File: src/hw/rtl/cartridge_bank_controller_unit_macros.svh
// assertion macros for the cartridge bank controller
`ifndef CARTRIDGE_BANK_CONTROLLER_UNIT_MACROS_SVH
`define CARTRIDGE_BANK_CONTROLLER_UNIT_MACROS_SVH
`ifndef SYNTHESIS
`define CBC_ASSERT_SAME(label, clk, rst, ante, cons) \
   label: assert property (@(posedge clk) disable iff (rst) (ante) |-> (cons)) \
      else $error("cbc assertion failed");
`define CBC_ASSERT_NEXT(label, clk, rst, ante, cons) \
   label: assert property (@(posedge clk) disable iff (rst) (ante) |=> (cons)) \
      else $error("cbc assertion failed");
`else
`define CBC_ASSERT_SAME(label, clk, rst, ante, cons)
`define CBC_ASSERT_NEXT(label, clk, rst, ante, cons)
`endif
`endif

File: src/hw/rtl/cbc_pkg.sv
// shared types and constants of the cartridge bank controller
`timescale 1ns / 1ps
package cbc_pkg;

   localparam int ROM_BANK_BITS = 14;
   localparam int RAM_BANK_BITS = 13;
   localparam int MEM_ADDR_W    = 23;
   localparam int ROM_BANK_W    = 9;
   localparam int RAM_BANK_W    = 4;
   localparam int KIND_W        = 2;

   localparam logic [KIND_W-1:0] KIND_MBC1   = 2'd0;
   localparam logic [KIND_W-1:0] KIND_MBC3   = 2'd1;
   localparam logic [KIND_W-1:0] KIND_MBC5   = 2'd2;
   localparam logic [KIND_W-1:0] KIND_UNUSED = 2'd3;

   localparam logic [3:0] RAM_ENABLE_KEY = 4'hA;
   localparam logic [7:0] MBC3_RAM_BANK_MAX = 8'd7;

   typedef enum logic [1:0] {
      FUNC_ROM_READ  = 2'd0,
      FUNC_REG_WRITE = 2'd1,
      FUNC_RAM_READ  = 2'd2,
      FUNC_RAM_WRITE = 2'd3
   } func_type;

   // register selected by address bits 14..12 of a rom-area write
   typedef enum logic [2:0] {
      TGT_RAM_ENABLE,
      TGT_ROM_BANK_LO,
      TGT_ROM_BANK_HI,
      TGT_RAM_BANK,
      TGT_MODE
   } target_type;

   typedef struct packed {
      logic [1:0]  func;
      logic [14:0] bus_address;
      logic [7:0]  write_data;
   } req_type;

   typedef struct packed {
      logic [MEM_ADDR_W-1:0] memory_address;
      logic                  memory_strobe;
      logic                  memory_write;
      logic                  ram_select;
      logic                  open_bus;
      logic [7:0]            store_data;
   } rsp_type;

   typedef struct packed {
      func_type                 op;
      target_type               target;
      logic                     rom_upper;
      logic [ROM_BANK_BITS-1:0] offset;
      logic [7:0]               data;
   } item_type;

   typedef struct packed {
      logic full;
      logic empty;
   } queue_status_type;

endpackage

File: src/hw/rtl/cbc_front.sv
// front end: accepts bus words and classifies them
`timescale 1ns / 1ps
module cbc_front (
   input  logic                      clock,
   input  logic                      reset,
   input  logic                      req_valid,
   output logic                      req_stall,
   input  cbc_pkg::req_type          req_word,
   input  cbc_pkg::queue_status_type queue_status,
   output logic                      push,
   output cbc_pkg::item_type         push_item
);

   logic              front_valid_ff, front_valid_in;
   cbc_pkg::item_type front_item_ff, front_item_in;
   cbc_pkg::target_type target;

   always_comb begin
      unique case (req_word.bus_address[14:12])
         3'd0, 3'd1: target = cbc_pkg::TGT_RAM_ENABLE;
         3'd2:       target = cbc_pkg::TGT_ROM_BANK_LO;
         3'd3:       target = cbc_pkg::TGT_ROM_BANK_HI;
         3'd4, 3'd5: target = cbc_pkg::TGT_RAM_BANK;
         default:    target = cbc_pkg::TGT_MODE;
      endcase
   end

   assign push      = front_valid_ff && !queue_status.full;
   assign push_item = front_item_ff;
   assign req_stall = front_valid_ff && queue_status.full;

   always_comb begin
      front_valid_in = front_valid_ff;
      front_item_in  = front_item_ff;
      if (!req_stall) begin
         front_valid_in          = req_valid;
         front_item_in.op        = cbc_pkg::func_type'(req_word.func);
         front_item_in.target    = target;
         front_item_in.rom_upper = req_word.bus_address[14];
         front_item_in.offset    = req_word.bus_address[cbc_pkg::ROM_BANK_BITS-1:0];
         front_item_in.data      = req_word.write_data;
      end
   end

   always_ff @(posedge clock) begin
      if (reset) begin
         front_valid_ff <= 1'b0;
      end else begin
         front_valid_ff <= front_valid_in;
      end
   end

   always_ff @(posedge clock) begin
      front_item_ff <= front_item_in;
   end

endmodule

File: src/hw/rtl/cbc_queue.sv
// short queue between front end and back end
`timescale 1ns / 1ps
module cbc_queue #(
   parameter int DEPTH = 2
) (
   input  logic                      clock,
   input  logic                      reset,
   input  logic                      push,
   input  cbc_pkg::item_type         push_item,
   input  logic                      pop,
   output cbc_pkg::item_type         pop_item,
   output cbc_pkg::queue_status_type status
);

   localparam int PTR_W = $clog2(DEPTH);
   localparam int CNT_W = $clog2(DEPTH + 1);

   cbc_pkg::item_type slot_ff [DEPTH];
   logic [PTR_W-1:0] wr_ptr_ff, wr_ptr_in;
   logic [PTR_W-1:0] rd_ptr_ff, rd_ptr_in;
   logic [CNT_W-1:0] count_ff, count_in;

   assign status.full  = (count_ff == CNT_W'(DEPTH));
   assign status.empty = (count_ff == '0);
   assign pop_item     = slot_ff[rd_ptr_ff];

   always_comb begin
      wr_ptr_in = wr_ptr_ff;
      rd_ptr_in = rd_ptr_ff;
      count_in  = count_ff;
      if (push) begin
         wr_ptr_in = (wr_ptr_ff == PTR_W'(DEPTH - 1)) ? '0 : wr_ptr_ff + 1'b1;
      end
      if (pop) begin
         rd_ptr_in = (rd_ptr_ff == PTR_W'(DEPTH - 1)) ? '0 : rd_ptr_ff + 1'b1;
      end
      if (push && !pop) begin
         count_in = count_ff + 1'b1;
      end else if (pop && !push) begin
         count_in = count_ff - 1'b1;
      end
   end

   always_ff @(posedge clock) begin
      if (reset) begin
         wr_ptr_ff <= '0;
         rd_ptr_ff <= '0;
         count_ff  <= '0;
      end else begin
         wr_ptr_ff <= wr_ptr_in;
         rd_ptr_ff <= rd_ptr_in;
         count_ff  <= count_in;
      end
   end

   always_ff @(posedge clock) begin
      if (push) begin
         slot_ff[wr_ptr_ff] <= push_item;
      end
   end

endmodule

File: src/hw/rtl/cbc_back.sv
// back end: bank registers, address mapping and result register
`timescale 1ns / 1ps
module cbc_back (
   input  logic                        clock,
   input  logic                        reset,
   input  logic                        csr_write_enable,
   input  logic [cbc_pkg::KIND_W-1:0]  csr_write_data,
   input  cbc_pkg::queue_status_type   queue_status,
   input  cbc_pkg::item_type           item,
   output logic                        pop,
   output logic                        rsp_valid,
   input  logic                        rsp_stall,
   output cbc_pkg::rsp_type            rsp_word
);

   logic [cbc_pkg::KIND_W-1:0]     kind_ff;
   logic [cbc_pkg::ROM_BANK_W-1:0] rom_bank_ff, rom_bank_in;
   logic [cbc_pkg::RAM_BANK_W-1:0] ram_bank_ff, ram_bank_in;
   logic                           ram_on_ff, ram_on_in;
   logic                           mode_ff, mode_in;
   logic                           rsp_valid_ff, rsp_valid_in;
   cbc_pkg::rsp_type               rsp_ff, rsp_in;
   cbc_pkg::rsp_type               mapped;
   logic [4:0]                     mbc1_low;
   logic [6:0]                     mbc3_low;
   logic [cbc_pkg::ROM_BANK_W-1:0] rom_sel;

   assign pop       = !queue_status.empty && (!rsp_valid_ff || !rsp_stall);
   assign rsp_valid = rsp_valid_ff;
   assign rsp_word  = rsp_ff;

   // bank number zero is remapped to one
   assign mbc1_low = (item.data[4:0] == 5'd0) ? 5'd1 : item.data[4:0];
   assign mbc3_low = (item.data[6:0] == 7'd0) ? 7'd1 : item.data[6:0];
   assign rom_sel  = item.rom_upper ? rom_bank_ff : '0;

   // address mapping for the word at the head of the queue
   always_comb begin
      mapped = '0;
      unique case (item.op)
         cbc_pkg::FUNC_ROM_READ: begin
            mapped.memory_address = {rom_sel, item.offset};
            mapped.memory_strobe  = 1'b1;
         end
         cbc_pkg::FUNC_REG_WRITE: begin
            mapped = '0;
         end
         cbc_pkg::FUNC_RAM_READ, cbc_pkg::FUNC_RAM_WRITE: begin
            if (ram_on_ff) begin
               mapped.memory_address = cbc_pkg::MEM_ADDR_W'(
                  {ram_bank_ff, item.offset[cbc_pkg::RAM_BANK_BITS-1:0]});
               mapped.memory_strobe  = 1'b1;
               mapped.ram_select     = 1'b1;
               if (item.op == cbc_pkg::FUNC_RAM_WRITE) begin
                  mapped.memory_write = 1'b1;
                  mapped.store_data   = item.data;
               end
            end else if (item.op == cbc_pkg::FUNC_RAM_READ) begin
               mapped.open_bus = 1'b1;
            end
         end
         default: mapped = '0;
      endcase
   end

   // bank register updates
   always_comb begin
      rom_bank_in = rom_bank_ff;
      ram_bank_in = ram_bank_ff;
      ram_on_in   = ram_on_ff;
      mode_in     = mode_ff;
      if (pop && item.op == cbc_pkg::FUNC_REG_WRITE) begin
         if (item.target == cbc_pkg::TGT_RAM_ENABLE && kind_ff != cbc_pkg::KIND_UNUSED) begin
            ram_on_in = (item.data[3:0] == cbc_pkg::RAM_ENABLE_KEY);
         end else begin
            unique case (kind_ff)
               cbc_pkg::KIND_MBC1: begin
                  unique case (item.target)
                     cbc_pkg::TGT_ROM_BANK_LO, cbc_pkg::TGT_ROM_BANK_HI: begin
                        rom_bank_in = {rom_bank_ff[8:5], mbc1_low};
                     end
                     cbc_pkg::TGT_RAM_BANK: begin
                        if (mode_ff) begin
                           ram_bank_in = {2'b00, item.data[1:0]};
                        end else begin
                           rom_bank_in = {2'b00, item.data[1:0], rom_bank_ff[4:0]};
                        end
                     end
                     cbc_pkg::TGT_MODE: begin
                        if (item.data != 8'd0) begin
                           rom_bank_in = {4'd0, rom_bank_ff[4:0]};
                           mode_in     = 1'b1;
                        end else begin
                           ram_bank_in = '0;
                           mode_in     = 1'b0;
                        end
                     end
                     default: ;
                  endcase
               end
               cbc_pkg::KIND_MBC3: begin
                  unique case (item.target)
                     cbc_pkg::TGT_ROM_BANK_LO, cbc_pkg::TGT_ROM_BANK_HI: begin
                        rom_bank_in = {2'b00, mbc3_low};
                     end
                     cbc_pkg::TGT_RAM_BANK: begin
                        // clock register selects leave the ram bank alone
                        if (item.data <= cbc_pkg::MBC3_RAM_BANK_MAX) begin
                           ram_bank_in = item.data[3:0];
                        end
                     end
                     default: ;
                  endcase
               end
               cbc_pkg::KIND_MBC5: begin
                  unique case (item.target)
                     cbc_pkg::TGT_ROM_BANK_LO: rom_bank_in = {rom_bank_ff[8], item.data};
                     cbc_pkg::TGT_ROM_BANK_HI: rom_bank_in = {item.data[0], rom_bank_ff[7:0]};
                     cbc_pkg::TGT_RAM_BANK:    ram_bank_in = item.data[3:0];
                     default: ;
                  endcase
               end
               default: ;
            endcase
         end
      end
   end

   always_comb begin
      rsp_valid_in = rsp_valid_ff;
      rsp_in       = rsp_ff;
      if (!rsp_valid_ff || !rsp_stall) begin
         rsp_valid_in = pop;
         rsp_in       = mapped;
      end
   end

   always_ff @(posedge clock) begin
      if (reset) begin
         kind_ff      <= cbc_pkg::KIND_MBC1;
         rom_bank_ff  <= cbc_pkg::ROM_BANK_W'(1);
         ram_bank_ff  <= '0;
         ram_on_ff    <= 1'b0;
         mode_ff      <= 1'b0;
         rsp_valid_ff <= 1'b0;
      end else begin
         if (csr_write_enable) begin
            kind_ff <= csr_write_data;
         end
         rom_bank_ff  <= rom_bank_in;
         ram_bank_ff  <= ram_bank_in;
         ram_on_ff    <= ram_on_in;
         mode_ff      <= mode_in;
         rsp_valid_ff <= rsp_valid_in;
      end
   end

   always_ff @(posedge clock) begin
      rsp_ff <= rsp_in;
   end

endmodule

File: src/hw/rtl/cartridge_bank_controller_unit.sv
// Cartridge bank controller: maps each cartridge bus word (rom read, bank
// register write, ram read or write) to a physical rom or ram byte address
// under MBC1, MBC3 or MBC5 rules picked by the csr register. A new word is
// taken every cycle unless req_stall is set; it passes the front register,
// queue and result register. The sustained rate of one word per cycle while
// rsp is not stalled is set by the back end, which updates the bank registers
// and maps one word per cycle in order. A queue of QUEUE_DEPTH words lets the
// request side keep going while rsp is stalled. Write the csr only while idle.
`timescale 1ns / 1ps
`include "cartridge_bank_controller_unit_macros.svh"
module cartridge_bank_controller_unit #(
   parameter int QUEUE_DEPTH = 2
) (
   input  logic                       clock,
   input  logic                       reset,
   input  logic                       csr_write_enable,
   input  logic [cbc_pkg::KIND_W-1:0] csr_write_data,
   input  logic                       req_valid,
   output logic                       req_stall,
   input  cbc_pkg::req_type           req_word,
   output logic                       rsp_valid,
   input  logic                       rsp_stall,
   output cbc_pkg::rsp_type           rsp_word
);

   cbc_pkg::queue_status_type queue_status;
   cbc_pkg::item_type         push_item;
   cbc_pkg::item_type         pop_item;
   logic                      push;
   logic                      pop;
   logic                      rsp_write_seen;
   logic                      rsp_ram_access;
   logic                      rsp_open_seen;
   logic                      rsp_no_access;

   cbc_front u_front (
      .clock        (clock),
      .reset        (reset),
      .req_valid    (req_valid),
      .req_stall    (req_stall),
      .req_word     (req_word),
      .queue_status (queue_status),
      .push         (push),
      .push_item    (push_item)
   );

   cbc_queue #(
      .DEPTH (QUEUE_DEPTH)
   ) u_queue (
      .clock     (clock),
      .reset     (reset),
      .push      (push),
      .push_item (push_item),
      .pop       (pop),
      .pop_item  (pop_item),
      .status    (queue_status)
   );

   cbc_back u_back (
      .clock            (clock),
      .reset            (reset),
      .csr_write_enable (csr_write_enable),
      .csr_write_data   (csr_write_data),
      .queue_status     (queue_status),
      .item             (pop_item),
      .pop              (pop),
      .rsp_valid        (rsp_valid),
      .rsp_stall        (rsp_stall),
      .rsp_word         (rsp_word)
   );

   assign rsp_write_seen = rsp_valid && rsp_word.memory_write;
   assign rsp_ram_access = rsp_word.memory_strobe && rsp_word.ram_select;
   assign rsp_open_seen  = rsp_valid && rsp_word.open_bus;
   assign rsp_no_access  = !rsp_word.memory_strobe && !rsp_word.ram_select;

   // queue never pushed when full, never popped when empty
   `CBC_ASSERT_SAME(a_no_overflow, clock, reset, queue_status.full, !push)
   `CBC_ASSERT_SAME(a_no_underflow, clock, reset, queue_status.empty, !pop)
   // a ram write result always targets ram storage
   `CBC_ASSERT_SAME(a_write_is_ram, clock, reset, rsp_write_seen, rsp_ram_access)
   // open bus never comes with a storage access
   `CBC_ASSERT_SAME(a_open_bus_idle, clock, reset, rsp_open_seen, rsp_no_access)

endmodule

File: config.mk
export PLATFORM = sky130hd
export DESIGN_NAME = cartridge_bank_controller_unit
export DESIGN_NICKNAME = d
export VERILOG_FILES = /design/src/hw/rtl/cbc_pkg.sv /design/src/hw/rtl/cbc_front.sv /design/src/hw/rtl/cbc_queue.sv /design/src/hw/rtl/cbc_back.sv /design/src/hw/rtl/cartridge_bank_controller_unit.sv
export VERILOG_INCLUDE_DIRS = /design/src /design/src/hw/rtl
export SDC_FILE = /design/constraint.sdc
export NUM_CORES = 1
export LEC_CHECK = 0
export ABC_CLOCK_PERIOD_IN_PS = 3400
export BUFFER_PORTS_ARGS = -buffer_cell sky130_fd_sc_hd__buf_2
export CELL_PAD_IN_SITES_DETAIL_PLACEMENT = 1
export CELL_PAD_IN_SITES_GLOBAL_PLACEMENT = 1
export CORE_MARGIN = 2
export CORE_UTILIZATION = 30
export CTS_CLUSTER_DIAMETER = 120
export DETAILED_ROUTE_END_ITERATION = 8
export GPL_ROUTABILITY_DRIVEN = 1
export PLACE_DENSITY_LB_ADDON = 0.1
export RECOVER_POWER = 50
export SYNTH_ARGS = -nofsm -noshare
export SYNTH_HDL_FRONTEND = slang
export SYNTH_SLANG_ARGS = --single-unit
File: constraint.sdc
create_clock -name clock -period 3.4 [get_ports clock]
set_input_delay 0 -clock clock [delete_from_list [all_inputs] [get_ports clock]]
set_output_delay 0 -clock clock [all_outputs]
set_load 0.005 [all_outputs]
# --- Yosys cells after proc, flatten, opt, wreduce, memory -nomap -nowiden ---
# Memories as Yosys holds them, arrays and structs flattened. A register that Yosys moved wholly into a read port is not among the register bits.
# Cells that the tools add are included.
word_totals:
  regBits: 86
  ramBits: 56
  inputBits: 32
  output_inout_bits: 37
  wordCells: 132
  mem_count: 1
mem_list:
  columns: ["memory", "depth", "width", "rd", "rd_clocked_by_memory_dff", "wr", "line", "rtl"]
  rows:
  - ["u_queue.slot_ff", 2, 28, 1, 1, 1, "cbc_queue.sv:18", "cbc_pkg::item_type slot_ff [DEPTH];"]
op_classes:
  n_addsub: 4
  magnitude_cmp: 1
  eq_ne: 34
  mux: 30
  bitwise: 2
  reduce_logical: 37
ops:
  columns: ["cell", "n"]
  rows:
  - ["$pmux W24 S3", 1]
  - ["$pmux W9 S3", 2]
  - ["$mux W9", 4]
  - ["$mux W20", 1]
  - ["$mux W4", 5]
  - ["$reduce_and A10 Y1", 2]
  - ["$ne A2 B2 Y1 const B", 9]
  - ["$pmux W9 S2", 1]
  - ["$reduce_and A9 Y1", 2]
  - ["$eq A3 B2 Y1 const B", 4]
  - ["$pmux W3 S4", 1]
  - ["$pmux W4 S3", 1]
  - ["$reduce_or A2 Y1", 5]
  - ["$eq A3 B3 Y1 const B", 3]
  - ["$mux W1", 9]
  - ["$eq A2 B2 Y1 const B", 4]
  - ["$le A8 B3 Y1 const B", 1]
  - ["$ne A2 B1 Y1 const B", 4]
  - ["$pmux W4 S2", 1]
  - ["$reduce_bool A8 Y1", 1]
  - ["$logic_and A1 B1 Y1", 7]
  - ["$logic_not A7 Y1", 1]
  - ["$mux W7", 1]
  - ["$eq A3 B1 Y1 const B", 2]
  - ["21 further kinds", 36]

# --- Longest topological paths before layout ---
# Gate-level depths: netlist (run 1).
logic_depth:
  depth_word: 7
  depth_mapped: 9
  mapped_depth_nobuf: 7

# --- Cells and area by module ---
# From an unflattened synthesis (run 1), not the netlist that was laid out.
unflattened:
  cells_unflattened: 361
  area_unflattened_um2: 5604.1
by_module_without_submodules:
  columns: ["module", "n_inst", "cells_per_inst", "area_each_um2", "seq_area_each_um2"]
  rows:
  - ["cbc_back", 1, 212, 2438.6, 1411.4]
  - ["cbc_queue", 1, 109, 2232.1, 1781.7]
  - ["cbc_front", 1, 40, 933.4, 860.8]

# --- Worst setup path after synthesis (run 1) ---
# Ideal clock, no wire load.
synth_timing:
  path_type: "reg2reg"
  start: "register u_queue.count_ff[0]"
  end: "memory u_queue.slot_ff[0][0] in the netlist's numbering, enable pin"
  setup_time_ps: 413
  t_arrival_ps: 1813
  required_ps: 2987
  path_slack_ps: 1174
  stages_incl_launch_ff: 4
  n_path_buf: 0
  synth_period_minus_slack_ps: 2226
  cell_sequence: "dfxtp_1 nand2b_1 nand2_1 nor2_1"
synth_via:
  elab_chain_cells: 5
synth_lines:
  columns: ["element", "line", "rtl"]
  rows:
  - ["start: declaration", "cbc_queue.sv:21", "logic [CNT_W-1:0] count_ff, count_in;"]
  - ["start signal: assignment", "cbc_queue.sv:52", "count_ff <= count_in;"]
  - ["$eq A2 B2 Y1", "cbc_queue.sv:23", "assign status.full = (count_ff == CNT_W'(DEPTH));"]
  - ["$logic_not A1 Y1", "cbc_front.sv:28", "assign push = front_valid_ff && !queue_status.full;"]
  - ["$logic_and A1 B1 Y1", "cbc_front.sv:28", null]
  - ["$mux W1", "cbc_queue.sv:57", "if (push) begin"]
  - ["$mux W1 (not written as such)", "cbc_queue.sv:58", "slot_ff[wr_ptr_ff] <= push_item;"]
  - ["end: declaration", "cbc_queue.sv:18", null]
# Every way passes these cells.

==> flow_summary.toml, run 1 <==
[status]
status = "finished, violations left"
failed_checks = "max-capacitance violations, max-slew violations"

[yosys]
synth_area_sq_um = 5629
ys_ff_latch = 143
synth_cells = 376
yosysTopAreaCellShare_pct = 63.48
synth.area.top_cells = "edfxtp_1, dfxtp_1, mux2i_1, nor2_1, ha_1"
synthesis.nets = 413
synth_top_flop_cell = "edfxtp_1"
yosys_warnings = 0
async_flop_share_pct = 0
synth.distinct_cells = 59
synth.avg_cell_area_sq_um = 14.97
ys_seq_area_share_pct = 72.02
synth_top_cell_by_area = "edfxtp_1"
synth_edf_count = 119

[critical_path]
slowest_stage = "or4_4"
endpoint_kind = "flip-flop"
rr_worst_depth = 6
crit_fanout = 28
worstReg2RegEnd = "u_back.ram_bank_ff[2]$_SDFFE_PP0P_"
crit_chain = "buf_4, or4_4, a222oi_1, o221a_1, o211a_4, mux2_4"
crit_buf_inv = 1
slowest_delay_ns = 0.55
ff2ff_setup_slack_ns = 0.74
crit_arrival_ns = 2.96
cp.required_ns = 3.71
critical_path_class = "flip-flop to flip-flop"
start_kind = "flip-flop"
cp_top_family = "compound AO/OA/AOI/OAI gates"

[clocking]
cts_setup_buffers = 0
clk_latency_ns = 0.42
numCtsBuffers = 17
h-tree-depth = 4
clockBufferDepth = 2
post_cts_resized = 0
clkTransAtPathRegs_ns = 0.06
root_buffer = "clkbuf_16"
clkSinkCount = 143
tritoncts = "built"

[grt]
grt_usage_pct = 13.27
grt_pass1_wl_um = 19740
grt_overflow = 0
antenna_found_initial = 0
grt_max_degree = 37
grt_pass1_vias = 3678

[die]
start_util_pct = 30.30
core-area_sq_um = 18580
die_width_um = 141.0
floorplan.die_area_sq_um = 19880
die_h_um = 141.0
ios = 69
rows = 50

[timing]
whs_ns = 0.07238
fin_skew_ns = 0.007959
final_hold_viol_count = 0
fmax_mhz = 376.4
tns_ns = 0
slew_viol_final = 37
rsz0062_at_grt = "false"
timing.final.crit_share_pct = 78.14
maxSlewHeadroom_pct = -18.04
setup_viol = 0
setup_ws_ns = 0.7431
fin_crit_ns = 2.657
worst_pin_slew_ns = 1.766

[finish]
final_util_pct = 38.42
drive_gt1_share_pct = 18.45
area_delta_synth_final_pct = 26.81
fin_nets = 528
final_area_sq_um = 7138
multi_input_area_sq_um = 1456
register_area_sq_um = 4055
n_antenna_cell = 0
mostFrequentLayoutCells = "edfxtp_1, buf_2, nor2_1"
fillers = 1947
layout_commonest_cell = "edfxtp_1"

[drt]
num_vias = 3450
drtPass1Iterations = 4
antenna_left = 0
remaining_drc_errors = 0
via_per_inst = 4.675
first_iter_violations = 138
wl_per_cell_um = 17.13
wl_um = 12640

[power_and_ir_drop]
power_leakage_uw = 0.002676
powerDensity_nw_per_um2 = 681.0
ir_worst_vdd_uv = 373.0

[placed_design]
dp.final_hpwl_um = 8486
dp_slack_ns = 0.7153
placed_cell_area_sq_um = 6260
io_buffers = 68
gp_congestion = 0.7671

[hold_path]
min_path_type = "input port to flip-flop"
min_delay_path_depth = 4
hp-start = "rsp_stall"

[flow_run]
maxCapViolCount = 1
==> power breakdown <==
group / internal, uW / switching, uW
Sequential: 2190 / 126
Clock: 1080 / 723
Combinational: 310 / 428
==> registers in the layout, summed over array words and instances (netlist names), named ones only <==
signal,count
u_front.push_item,28
u_queue.slot_ff,56
u_back.rsp_valid,1
u_back.ram_bank_ff,4
u_front.front_valid_ff,1
u_back.rsp_word,35
u_back.mode_ff,1
u_queue.rd_ptr_ff,1
u_back.rom_bank_ff,9
u_back.ram_on_ff,1
u_back.kind_ff,2
u_queue.count_ff,2
u_queue.wr_ptr_ff,1
==> cell usage after synthesis (2+ instances only) <==
cell	n
nand2_1	16
nor3_1	5
o32ai_1	2
o21ai_0	7
mux2_4	2
mux2_2	3
nand3_1	7
a211o_1	2
mux2i_1	31
inv_1	16
and3_1	3
clkbuf_1	8
a31oi_1	2
nor2b_1	5
a32oi_1	2
nand2b_1	7
ha_1	5
or4b_1	2
and2_1	8
dfxtp_1	24
edfxtp_1	119
a22o_1	3
xor2_1	5
a222oi_1	2
a211oi_1	3
or3_1	3
or3b_1	2
a21oi_1	5
o221ai_1	2
nor2_1	39
o22a_1	2
o2bb2ai_1	4
buf_2	4
==> what timing repair did <==
action / 4_1_cts / 5_1_grt
endpoints found under the hold margin: 33 / 0
hold buffers: 34 / 0
endpoints found under the setup margin: 0 / 0
==> cell families after synthesis <==
group                      share of synthesized area [%]
DFF                                                72.02
and+or+nand+nor                                    9.847
AOI/OAI and AO/OA                                  7.291
muxes                                              6.646
buffers and inverters                              2.156
xor gates and xnor gates                          0.9335
adders and majority gates                          1.111
==> layout make-up <==
| cell class | count | area share (%) |
|---|---|---|
| sequential | 143 | 56.81 |
| clock buffer | 19 | 6.065 |
| inverter | 16 | 0.8414 |
| multi-input combinational | 204 | 20.40 |
| tap | 234 | 4.102 |
| timing repair buffer | 109 | 9.869 |
| clock inverter | 13 | 1.911 |
==> how the worst max path moves through the flow <==
stage,from,endpoint,slack [ns],cells past startpoint
after floorplan,u_queue.count_ff[0]$_SDFFE_PP0P_,u_queue.slot_ff[0][0]$_DFFE_PP_,1.17,3
after global placement,flip-flop,u_back.ram_bank_ff[2]$_SDFFE_PP0P_,0.78,6
after detailed placement,flip-flop,u_back.ram_bank_ff[2]$_SDFFE_PP0P_,0.72,6
after CTS,flip-flop,u_back.ram_bank_ff[2]$_SDFFE_PP0P_,0.71,6
after global routing,flip-flop,u_back.ram_bank_ff[2]$_SDFFE_PP0P_,0.60,6
final,flip-flop,u_back.ram_bank_ff[2]$_SDFFE_PP0P_,0.74,6
==> per-layer routing <==
| layer | part of all wire [%] | GRT usage (%) | vias up | routed length [um] |
|---|---|---|---|---|
| met5 | 0 | 0 | - | 0 |
| met4 | 1.4 | 5.105 | 0 | 172 |
| met3 | 3.4 | 3.601 | 17 | 426 |
| met2 | 50 | 22.90 | 72 | 6319 |
| met1 | 45 | 15.84 | 1704 | 5726 |
| li1 | - | - | 1657 | - |
==> stage by stage <==
step                      cells  total power, uW
final                       738             4861
after CTS                   738             4948
after floorplan             376             2768
after global routing        738             5098
after detailed placement    672             3089
after global placement      672             3071
==> worst reg2reg max path, stage by stage, from the launching register on <==
cell	delay, ns
dfxtp_2	0.46
buf_4	0.26
or4_4	0.55
a222oi_1	0.48
o221a_1	0.29
o211a_4	0.20
mux2_4	0.30
Note: power is estimated with default switching activity, not from simulation.
==> inputs of run 2 (changes only) <==
--- a/config.mk
+++ b/config.mk
@@ -6,7 +6,8 @@
 export SDC_FILE = /design/constraint.sdc
 export NUM_CORES = 1
 export LEC_CHECK = 0
-export ABC_CLOCK_PERIOD_IN_PS = 3400
+export ABC_AREA = 1
+export ABC_CLOCK_PERIOD_IN_PS = 2500
 export BUFFER_PORTS_ARGS = -buffer_cell sky130_fd_sc_hd__buf_2
 export CELL_PAD_IN_SITES_DETAIL_PLACEMENT = 1
 export CELL_PAD_IN_SITES_GLOBAL_PLACEMENT = 1
==> constraint.sdc (replaced) <==
create_clock -name clock -period 2.5 [get_ports clock]
set_input_delay 0 -clock clock [delete_from_list [all_inputs] [get_ports clock]]
set_output_delay 0 -clock clock [all_outputs]
set_load 0.005 [all_outputs]
==> run 2 against run 1 <==
Effect of this change:
- the run now ends clean
- sequential power grew 38%
- clock skew is essentially flat
- largest cell class unchanged
- utilization shrank 0.098 points
==> flow_summary.toml, run 2 <==
[status]
status = "complete, no violations"

[yosys]
synthesis.nets = 544
ys_ff_latch = 143
synth.avg_cell_area_sq_um = 11.64
synth_mux_area_share_pct = 0.1696
synth_xor_area_share_pct = 0.1484
synth_compound_area_share_pct = 4.644
ys_seq_area_share_pct = 68.70
synth.distinct_cells = 31
async_flop_share_pct = 0
synth.area.top_cells = "edfxtp_1, dfxtp_1, nand2_1, inv_1, nor2_1"
synth_edf_count = 119
yosys.area_share.simple_pct = 20.34
yosys_warnings = 0
synth_fa_ha_area_share_pct = 1.060
yosysTopAreaCellShare_pct = 60.56
synth_area_sq_um = 5901
synth_top_flop_cell = "edfxtp_1"
synth_top_cell_by_area = "edfxtp_1"
synth_top_family_by_area = "simple AND/OR/NAND/NOR gates"
yosysMostFrequentCell = "edfxtp_1"
yosys-top-cells-count = "edfxtp_1, nand2_1, inv_1"
synth_cells = 507

[timing]
tns_ns = 0
setup_viol = 0
worst_pin_slew_ns = 0.9740
whs_ns = 0.08496
final_hold_viol_count = 0
maxSlewHeadroom_pct = 35.07
rsz0062_at_grt = "false"
fmax_mhz = 500.0
slew_viol_final = 0
fin_skew_ns = 0.007930
fin_crit_ns = 2.000
timing.final.crit_share_pct = 80.00

[clocking]
tritoncts = "built"
clkSinkCount = 143
root_buffer = "clkbuf_16"
clockBufferDepth = 2
cts_setup_buffers = 0
h-tree-depth = 4
clk_latency_ns = 0.42
numCtsBuffers = 17
clkTransAtPathRegs_ns = 0.06

[drt]
drtPass1Iterations = 6
num_vias = 3841
remaining_drc_errors = 0
wl_per_cell_um = 14.88
antenna_left = 0
first_iter_violations = 122
via_per_inst = 4.258
wl_um = 13420

[placed_design]
gp_congestion = 0.7510
placed_cell_area_sq_um = 6590
io_buffers = 68
dp.final_hpwl_um = 9316

[power_and_ir_drop]
powerDensity_nw_per_um2 = 1010
p_switching_uw = 2421
switching_share_pct = 32.24
power_leakage_uw = 0.003021
seqPwrFrac_pct = 42.6
clock_power_share_pct = 33.8
ir_worst_vdd_uv = 506.2
p_int_uw = 5087
combinationalPowerShare_pct = 23.6

[critical_path]
crit_buf_inv = 3
crit_chain = "inv_2, nand2_1, nand2_4, inv_2, nor2_2, nor2_2, buf_4, a21oi_1"
cp.required_ns = 2.75
start_kind = "flip-flop"
slowest_delay_ns = 0.37
crit_arrival_ns = 2.25
crit_fanout = 21
slowest_stage = "nor2_2"
endpoint_kind = "flip-flop"
critical_path_class = "flip-flop to flip-flop"
cp_top_family = "simple AND/OR/NAND/NOR gates"

[finish]
final_area_sq_um = 7433
final_util_pct = 38.32
n_antenna_cell = 0
fin_nets = 661
mostFrequentLayoutCells = "edfxtp_1, nand2_1, inv_1"
area_delta_synth_final_pct = 25.98
drive_gt1_share_pct = 22.29
layout_commonest_cell = "edfxtp_1"
top_register = "u_queue.slot_ff"
largest_reg_flops = 56

[flow_run]
maxCapViolCount = 0

[die]
ios = 69
die_h_um = 144.2
rows = 51
start_util_pct = 30.42
die_width_um = 144.2
core-area_sq_um = 19400
floorplan.die_area_sq_um = 20810

[grt]
antenna_found_initial = 0
grt_pass1_wl_um = 21310
grt_max_degree = 37
grt_usage_pct = 13.99
grt_pass1_vias = 4011
grt_overflow = 0

[hold_path]
min_path_type = "input port to flip-flop"
==> run 2: changes by cell type after synthesis, sizes merged, moves of 7 or more <==
cell	delta
a21oi	+25
and2	-8
inv	+43
mux2i	-30
nand2	+124
nand2b	-7
nand3	+19
nor2	+21
o21ai	+7
==> run 2: worst register-to-register path, delay by kind of cell, from the launching register on <==
family / cells / cell delay, ns
flops: 1 / 0.33
simple gates: 4 / 0.74
compound gates: 1 / 0.21
buf+inv: 3 / 0.57
==> run 2: final timing paths <==
| kind | startpoint | end | slack [ns] | cells after the start |
|---|---|---|---|---|
| min reg2reg | u_front.push_item[5]$_DFFE_PN_ | u_queue.slot_ff[0][5]$_DFFE_PP_ | 0.45 | 0 |
| max | flip-flop | u_back.rsp_word[12]$_DFFE_PN_ | 0.50 | 8 |
| max reg2reg | flip-flop | u_back.rsp_word[12]$_DFFE_PN_ | 0.50 | 8 |
| min | rsp_stall | u_back.rsp_valid$_SDFFE_PP0N_ | 0.08 | 5 |
==> run 2: layout make-up <==
class                      count  area (sq um)
fill                        2158         11970
clock buffer                  19         432.9
clock inverter                13         152.6
inverter                      60         226.5
tap                          265         331.6
sequential                   143          4054
timing repair buffer         108         673.1
multi-input combinational    294          1563
==> run 2: cells by family after synthesis <==
logic type | after synthesis
flip-flops | 143
adder cells (fa/ha/maj) | 5
AND/OR/NAND/NOR | 237
AO/OA/AOI/OAI | 50
buffers and inverters | 70
XOR/XNOR | 1
multiplexers | 1
==> run 2: per-layer routing <==
metal	vias to the layer above	share of wire (%)	global-route usage, %	wire (um)
met5	-	0	0	0
met4	0	1.5	5.570	206
met3	17	2.6	3.113	348
met2	62	49	23.38	6567
met1	1837	47	17.70	6303
li1	1925	-	-	-
==> run 2: power groups by stage <==
stage	combinational, uW	sequential [uW]	clock [uW]
after global routing	2020	3230	2700
after CTS	1870	3200	2600
after detailed placement	1820	3240	0
final	1770	3200	2540
after global placement	1800	3230	0
after floorplan	1180	3240	0
==> run 2: per-stage QoR <==
stage	setup WS, ns	power, uW	cells
after floorplan	0.01099	4414	507
after global placement	0.4860	5034	840
after detailed placement	0.4359	5069	840
after CTS	0.4075	7670	902
after global routing	0.2398	7963	902
final	0.5001	7508	902
==> run 2: timing repair <==
item	4_1_cts	5_1_grt
gates resized for setup	0	0
hold endpoints to repair	33	0
hold buffers	30	0
